### config.mk
export PLATFORM = sky130hd
export DESIGN_NAME = arpc_ctrl
export DESIGN_NICKNAME = d
export VERILOG_FILES = /design/src/hdl/arpc_pkg.sv /design/src/hdl/arpc_ctrl.sv
export SDC_FILE = /design/constraint.sdc
export NUM_CORES = 1
export LEC_CHECK = 0
export ABC_AREA = 1
export BUFFER_PORTS_ARGS = -buffer_cell sky130_fd_sc_hd__buf_2
export CAP_MARGIN = 10
export CORE_AREA = 4 4 41 43
export CTS_BUF_LIST = sky130_fd_sc_hd__clkbuf_4 sky130_fd_sc_hd__clkbuf_8
export DETAILED_ROUTE_END_ITERATION = 16
export DIE_AREA = 0 0 45 47
export PLACE_DENSITY = 0.75
export REMOVE_ABC_BUFFERS = 1
export SLEW_MARGIN = 0
export SYNTH_ARGS = -nofsm -noshare
export SYNTH_HDL_FRONTEND = slang
export SYNTH_SLANG_ARGS = --single-unit
### constraint.sdc
create_clock -name clk_i -period 1.2 [get_ports clk_i]
set_input_delay 0.06 -clock clk_i [delete_from_list [all_inputs] [get_ports clk_i]]
set_output_delay 0.06 -clock clk_i [all_outputs]
set_load 0.01 [all_outputs]
### src/hdl/arpc_pkg.sv
package arpc_pkg;

  localparam logic [1:0] OP_UPDATE = 2'd0;
  localparam logic [1:0] OP_LOOKUP = 2'd1;
  localparam logic [1:0] OP_SWEEP  = 2'd2;

  localparam logic [1:0] STATUS_OK   = 2'd0;
  localparam logic [1:0] STATUS_MISS = 2'd1;
  localparam logic [1:0] STATUS_FULL = 2'd2;

  localparam logic [31:0] LIFETIME_RESET = 32'd30000;

  typedef struct packed {
    logic [1:0]  operation;
    logic [31:0] ip_address;
    logic [47:0] mac_address;
    logic [31:0] now;
  } in_word_t;

  typedef struct packed {
    logic [1:0]  status;
    logic [47:0] found_mac;
    logic [7:0]  entry_count;
  } out_word_t;

  typedef struct packed {
    logic [31:0] key;
    logic [47:0] mac;
    logic [31:0] expiry;
  } entry_t;

  typedef struct packed {
    logic load;
    logic srch_rd;
    logic srch_upd;
    logic shift_init;
    logic shift_rd;
    logic shift_wr;
    logic put;
    logic swp_rd;
    logic swp_chk;
    logic swp_end;
    logic mark_full;
    logic finish;
  } dp_cmd_t;

  typedef struct packed {
    logic [1:0] op;
    logic       srch_more;
    logic       hit;
    logic       full;
    logic       shift_more;
    logic       swp_more;
    logic       out_free;
  } dp_stat_t;

endpackage

### src/hdl/arpc_ctrl.sv
module arpc_ctrl (
  input  logic               clk_i,
  input  logic               rst_ni,
  input  logic               in_valid_i,
  input  logic [1:0]         in_op_i,
  output logic               in_stall_o,
  output logic               cfg_ready_o,
  input  arpc_pkg::dp_stat_t stat_i,
  output arpc_pkg::dp_cmd_t  cmd_o
);
  import arpc_pkg::*;

  localparam logic [3:0] S_IDLE     = 4'd0;
  localparam logic [3:0] S_SRCH     = 4'd1;
  localparam logic [3:0] S_SRCH_CMP = 4'd2;
  localparam logic [3:0] S_SHIFT    = 4'd3;
  localparam logic [3:0] S_SHIFT_WR = 4'd4;
  localparam logic [3:0] S_PUT      = 4'd5;
  localparam logic [3:0] S_SWP      = 4'd6;
  localparam logic [3:0] S_SWP_CHK  = 4'd7;
  localparam logic [3:0] S_DONE     = 4'd8;

  logic [3:0] state_q, state_d;
  logic       accept;

  assign in_stall_o  = state_q != S_IDLE;
  assign cfg_ready_o = state_q == S_IDLE;
  assign accept      = in_valid_i && !in_stall_o;

  always_comb begin
    state_d = state_q;
    cmd_o   = '0;
    unique case (state_q)
      S_IDLE: begin
        if (accept) begin
          cmd_o.load = 1'b1;
          unique case (in_op_i) inside
            OP_UPDATE, OP_LOOKUP: state_d = S_SRCH;
            OP_SWEEP:             state_d = S_SWP;
            default:              state_d = S_DONE;
          endcase
        end
      end
      S_SRCH: begin
        if (stat_i.srch_more) begin
          cmd_o.srch_rd = 1'b1;
          state_d       = S_SRCH_CMP;
        end else if (stat_i.op == OP_LOOKUP || stat_i.hit) begin
          state_d = (stat_i.op == OP_LOOKUP) ? S_DONE : S_PUT;
        end else if (stat_i.full) begin
          cmd_o.mark_full = 1'b1;
          state_d         = S_DONE;
        end else begin
          cmd_o.shift_init = 1'b1;
          state_d          = S_SHIFT;
        end
      end
      S_SRCH_CMP: begin
        cmd_o.srch_upd = 1'b1;
        state_d        = S_SRCH;
      end
      // move entries up one slot, from the top down to the insert point
      S_SHIFT: begin
        if (stat_i.shift_more) begin
          cmd_o.shift_rd = 1'b1;
          state_d        = S_SHIFT_WR;
        end else begin
          state_d = S_PUT;
        end
      end
      S_SHIFT_WR: begin
        cmd_o.shift_wr = 1'b1;
        state_d        = S_SHIFT;
      end
      S_PUT: begin
        cmd_o.put = 1'b1;
        state_d   = S_DONE;
      end
      S_SWP: begin
        if (stat_i.swp_more) begin
          cmd_o.swp_rd = 1'b1;
          state_d      = S_SWP_CHK;
        end else begin
          cmd_o.swp_end = 1'b1;
          state_d       = S_DONE;
        end
      end
      S_SWP_CHK: begin
        cmd_o.swp_chk = 1'b1;
        state_d       = S_SWP;
      end
      S_DONE: begin
        if (stat_i.out_free) begin
          cmd_o.finish = 1'b1;
          state_d      = S_IDLE;
        end
      end
      default: begin
        state_d = S_IDLE;
      end
    endcase
  end

  always_ff @(posedge clk_i or negedge rst_ni) begin
    if (!rst_ni) begin
      state_q <= S_IDLE;
    end else begin
      state_q <= state_d;
    end
  end

endmodule

==> results of run 1 <==
synthesized netlist by cell type (all sizes together):
| cell type | n |
|---|---|
| o211ai | 1 |
| nor2 | 18 |
| or2 | 1 |
| nand4 | 1 |
| inv | 21 |
| a21oi | 3 |
| nand3b | 1 |
| nor3 | 1 |
| o21ai | 1 |
| nand2 | 14 |
| dfrtp | 4 |
| o21bai | 1 |
| nand3 | 14 |
area by class of cell:
cell class              instances  area [um^2]  area share (%)
repair buffers                 40          285            31.4
inverters                      21         78.8            8.67
multi-input cells              57          399            43.9
flip-flops and latches          4          105            11.6
well taps                      15         18.8            2.06
clock buffers                   3         22.5            2.48
per-stage QoR:
step | cell area (um^2) | setup TNS, ns | instances | worst slack [ns]
after global routing | 910 | -2.85 | 140 | -0.223
after CTS | 802 | -1.00 | 139 | -0.0926
after detailed placement | 621 | -0.0456 | 124 | -0.0252
after floorplan | 457 | 0 | 81 | 0.0378
after global placement | 621 | -0.0262 | 124 | -0.0142
final | 910 | -1.48 | 140 | -0.117
metal layers:
layer,track usage (%),wire (um)
met1,16.6,629
met2,28.8,956
met3,2.30,79
met4,12.9,72
met5,0,0
path summary, 6_finish.rpt:
kind,start,endpoint,cells past startpoint
max reg2reg,state_q[1],state_q[2],4
max in group asynchronous,rst_ni,state_q[3],2
max,state_q[3],cmd_o[9],5
min,rst_ni,state_q[1],2
min reg2reg,state_q[3],state_q[0],4
min in group clk_i,stat_i[2],state_q[0],6
critical path: cells and delay by family (launching register included):
family	cells	cell delay (ns)
DFF	1	0.42
buffers and inverters	3	0.32
and+or+nand+nor	2	0.27
kinds of logic after synthesis:
kind of cell	Yosys count	synth area share, %
buf+inv	21	17.3
compound gates	6	7.67
flops	4	21.9
simple gates	50	53.2
report_power, final:
group          switching (mW)  internal (mW)
Clock                  0.0599          0.112
Combinational           0.714          0.598
Sequential             0.0887          0.193
Total                   0.862          0.903
repair_timing:
action | CTS | global route
pin swaps | 11 | 11
setup buffers | 10 | 1
gates cloned | 1 | 0
gates resized for setup | 22 | 28
endpoints found under the setup margin | 18 | 18
endpoints found under the hold margin | 4 | 0
hold buffers | 1 | 0
==> metrics.md, run 1 <==
| Metric | Value |
|---|---|
| Hold WC Path Type | in2async |
| RSZ-0062 raised after global routing | yes |
| Worst-Margin Slew | 0.392 ns |
| PD cells | 1940 nW/um^2 |
| Mean Syn Cell Area | 5.64 um^2 |
| Area grow syn2layout | 99.2% |
| Initial antenna violation count | 0 |
| Initial core utilization | 35.1% |
| Initial DRC Count | 8 |
| Largest net degree at the start of global routing | 8 |
| Share of cells above drive strength 1 | 65.6% |
| Tcrit/Tclk final | 110% |
| Sequential area share after synthesis | 21.9% |
| Total number of vias | 674 |
| CTS max path bufs | 2 |
| Library cells used by synthesis | 17 |
| Crit Path Max Fanout | 4 |
| Vias in the first global route | 611 |
| Most frequent cells in the layout | 22 x buf_2, 14 x inv_1, 10 x buf_6 |
| Gpl congestion | 0.831 |
| Drt drc | 0 |
| Max-Cap Viols | 0 |
| Antenna-violating nets left | 0 |
| Max Slew Vio Count | 0 |
| Aggregate global-route resource usage | 16.0% |
| Nets@finish | 140 |
| Clock transition at the registers of the reported paths | 0.04 ns |
| Area leader, netlist | dfrtp_1 |
| Setup CP Type | reg2out |
| Maximum clock frequency | 759 MHz |
| N_diodes | 0 |
| Via density | 4.81 |
| Cell count after synthesis | 81 |
| Clock Skew | 0.00471 ns |
| First-pass GRT wire length | 2.39 mm |
| Startpoint Class | flop |
| Fin worst setup slack | -0.117 ns |
| Global route overflow | 0 |
| CP max stage delay | 0.42 ns |
| Synth Warn # | 0 |
| CTS tree | done |
| Die Y-Extent | 47 um |
| H-tree depth | 1 |
| Die extent in x | 45 um |
| Most common cell after layout, fill and taps aside | buf_2 |
| Final setup fails | 17 |
| Data arrival, critical path | 1.26 ns |
| Worst slew margin | 73.7% |
| Critical Path Sink Type | output pin |
| Clk root buf | clkbuf_4 |
| CP max-delay cell | dfrtp_2 |
| Worst reg2reg setup slack | -0.11 ns |
| CTS Buf Count | 3 |
| Fill count | 96 |
| Crit path time final | 1.32 ns |
| Routed WL per cell | 12.4 um |
| WHS | 0.148 ns |
| IO Pins | 27 |
| Status | complete, but fails checks |
| Post-Syn Area | 457 um^2 |
| Max FFs per register | 4 |
| Leak | 0.528 nW |
| Worst EP required | 1.14 ns |
| Area contributors post-synth | dfrtp_1 22%, inv_1 16%, nand3_1 14% |
| Sink Count | 4 |
| Top flop regs | state_q (4) |
| Top-area cell type share of the netlist area | 21.9% |
| Yosys reg bits | 4 |
| Failing checks | negative setup slack |
| CP Cell Sequence | buf_4, nor2_2, nand2_2, inv_1, buf_2 |
| Max VDD drop | 1060 uV |
| # port buffers | 26 |
| Reg with most FFs | state_q |
| Final wirelength | 1.74 mm |
| DP Wirelength | 1.05 mm |
| Drt pass-1 iters | 4 |
| Core Area | 1300 um^2 |
| # rows | 13 |
| Fin util | 69.9% |
| Clk_lat worst skew | 0.24 ns |
| Final-report hold violation count | 0 |
| Overall power | 1.77 mW |
| Die Area | 2120 um^2 |
Power figures use the tool's default switching activity.
==> inputs of run 2 (changes only) <==
--- a/config.mk
+++ b/config.mk
@@ -7,12 +7,11 @@
 export LEC_CHECK = 0
 export ABC_AREA = 1
 export BUFFER_PORTS_ARGS = -buffer_cell sky130_fd_sc_hd__buf_2
-export CAP_MARGIN = 10
 export CORE_AREA = 4 4 41 43
 export CTS_BUF_LIST = sky130_fd_sc_hd__clkbuf_4 sky130_fd_sc_hd__clkbuf_8
 export DETAILED_ROUTE_END_ITERATION = 16
 export DIE_AREA = 0 0 45 47
-export PLACE_DENSITY = 0.75
+export PLACE_DENSITY = 0.73
 export REMOVE_ABC_BUFFERS = 1
 export SLEW_MARGIN = 0
 export SYNTH_ARGS = -nofsm -noshare
==> constraint.sdc (replaced) <==
create_clock -name clk_i -period 1.4 [get_ports clk_i]
set_input_delay 0.07 -clock clk_i [delete_from_list [all_inputs] [get_ports clk_i]]
set_output_delay 0.07 -clock clk_i [all_outputs]
set_load 0.01 [all_outputs]
==> run 2 against run 1 <==
Global-route usage down 2.4 points; worst setup slack better by 0.15 ns; first-iteration DRC count rose to 2.5 times the previous value; clock skew is 0.0089 ns higher; hold slack gained 0.014 ns; the run now ends clean; power shrank 35%; clock power decreased by 11%; critical path type unchanged; sequential power shrank 13%; wire length down 17%; design area decreased by 25%; largest power group unchanged; cell count shrank 7.1%.
==> metrics.md, run 2 (synthesis results as in run 1) <==
| Metric | Value |
|---|---|
| # port buffers | 26 (unchanged) |
| Max FFs per register | 4 (unchanged) |
| H-tree depth | 1 (unchanged) |
| Clk root buf | clkbuf_4 (unchanged) |
| # rows | 13 (unchanged) |
| Data arrival, critical path | 1.30 ns (was 1.26 ns) |
| Total number of vias | 618 (was 674) |
| Crit Path Max Fanout | 8 (was 4) |
| DP Wirelength | 1.02 mm (was 1.05 mm) |
| Final wirelength | 1.45 mm (was 1.74 mm) |
| Tcrit/Tclk final | 97.6% |
| Startpoint Class | flop (unchanged) |
| Die extent in x | 45 um (unchanged) |
| Nets@finish | 130 (was 140) |
| Reg with most FFs | state_q (unchanged) |
| Status | finished clean (was complete, but fails checks) |
| Setup CP Type | reg2out (unchanged) |
| Initial DRC Count | 20 (was 8) |
| Worst reg2reg setup slack | 0.12 ns (was -0.11 ns) |
| Core Area | 1300 um^2 (unchanged) |
| Final setup fails | 0 (was 17) |
| Critical Path Sink Type | output pin (unchanged) |
| Area grow syn2layout | 49.3% (was 99.2%) |
| Global route overflow | 0 (unchanged) |
| Crit path time final | 1.37 ns |
| Worst EP required | 1.33 ns (was 1.14 ns) |
| Drt drc | 0 (unchanged) |
| Overall power | 1.14 mW (was 1.77 mW) |
| Clk_lat worst skew | 0.25 ns (was 0.24 ns) |
| CTS tree | done (unchanged) |
| First-pass GRT wire length | 2.05 mm (was 2.39 mm) |
| Gpl congestion | 0.817 (was 0.831) |
| Vias in the first global route | 534 (was 611) |
| Max VDD drop | 1040 uV (was 1060 uV) |
| Antenna-violating nets left | 0 (unchanged) |
| Clock transition at the registers of the reported paths | 0.05 ns (was 0.04 ns) |
| Top flop regs | state_q (4) (unchanged) |
| Die Area | 2120 um^2 (unchanged) |
| Most common cell after layout, fill and taps aside | buf_2 (unchanged) |
| Largest net degree at the start of global routing | 11 (was 8) |
| Worst slew margin | 84.7% (was 73.7%) |
| Clock Skew | 0.0136 ns (was 0.00471 ns) |
| Sink Count | 4 (unchanged) |
| Worst-Margin Slew | 0.228 ns (was 0.392 ns) |
| Aggregate global-route resource usage | 13.6% (was 16.0%) |
| Final-report hold violation count | 0 (unchanged) |
| Initial antenna violation count | 0 (unchanged) |
| Die Y-Extent | 47 um (unchanged) |
| IO Pins | 27 (unchanged) |
| Share of cells above drive strength 1 | 37.4% (was 65.6%) |
| Routed WL per cell | 11.1 um (was 12.4 um) |
| Initial core utilization | 35.1% (unchanged) |
| Via density | 4.75 (was 4.81) |
| Reg2reg end | state_q[0] (was state_q[2]) |
| Maximum clock frequency | 732 MHz |
| N_diodes | 0 (unchanged) |
| Max Slew Vio Count | 0 (unchanged) |
| PD cells | 1670 nW/um^2 (was 1940 nW/um^2) |
| Worst r2r src | state_q[3] (was state_q[1]) |
| Most frequent cells in the layout | 26 x buf_2, 20 x inv_1, 14 x nand2_1, 14 x nor2_1, 13 x nand3_1 (was 22 x buf_2, 14 x inv_1, 10 x buf_6) |
| Drt pass-1 iters | 4 (unchanged) |
| CTS max path bufs | 2 (unchanged) |
| CTS Buf Count | 3 (unchanged) |
| Hold WC Path Type | in2async (unchanged) |
| Leak | 0.458 nW (was 0.528 nW) |
| Fin util | 52.4% (was 69.9%) |
| Max-Cap Viols | 0 (unchanged) |
| Worst r2r path cells | 6 (was 4) |
## run 2: area by class of cell
cell class                      count  area, um^2
Fill cell                         142         619
Tap cell                           15        18.8
Clock buffer                        3        22.5
Timing Repair Buffer               30         163
Inverter                           21        78.8
Multi-Input combinational cell     57         294
Sequential cell                     4         105
## run 2: timing repair
action	in CTS	in global routing
hold buffers	1	0
hold endpoints to repair	4	0
gates resized for setup	0	6
setup buffers	0	3
endpoints found under the setup margin	0	12
## run 2: through the flow
| step | setup TNS, ns | hold slack (ns) | instance area [um^2] | setup WS, ns | cells |
|---|---|---|---|---|---|
| floorplan | 0 | -0.226 | 457 | 0.238 | 81 |
| global placement | 0 | -0.123 | 606 | 0.176 | 122 |
| detailed placement | 0 | -0.122 | 606 | 0.128 | 122 |
| CTS | 0 | 0.163 | 638 | 0.00732 | 126 |
| global route | -0.103 | 0.177 | 682 | -0.0786 | 130 |
| finish | 0 | 0.162 | 682 | 0.0337 | 130 |
## run 2: critical path, stage by stage (launching register included)
cell,delay [ns]
dfrtp_2,0.44
nor2_4,0.20
nand2_1,0.12
nor2_1,0.14
buf_2,0.15
## run 2: worst max path at each step
| stage | startpoint | to | slack (ns) | depth (start not counted) |
|---|---|---|---|---|
| after floorplan | state_q[3] | state_q[0] | 0.24 | 4 |
| after global placement | state_q[3] | state_q[0] | 0.18 | 4 |
| after detailed placement | state_q[3] | state_q[0] | 0.13 | 4 |
| after CTS | state_q[3] | cmd_o[11] | 0.007 | 4 |
| after global routing | state_q[1] | cmd_o[11] | -0.08 | 4 |
| final | state_q[1] | cmd_o[11] | 0.03 | 4 |
## run 2: power breakdown
| part | internal, mW | total [mW] | switching, mW | leakage [nW] |
|---|---|---|---|---|
| clock network | 0.0965 | 0.153 | 0.0561 | 0.0138 |
| registers | 0.165 | 0.245 | 0.0800 | 0.0473 |
| logic | 0.299 | 0.741 | 0.442 | 0.397 |
## run 2: per-layer routing
layer / vias up / global-route usage, % / share of wire (%) / wire, um
met1: 279 / 15.2 / 42 / 603
met3: 2 / 4.98 / 6.3 / 91
li1: 317 / - / - / -
met2: 20 / 22.6 / 51 / 741
met5: - / 0 / 0 / 0
met4: 0 / 7.02 / 0.62 / 9
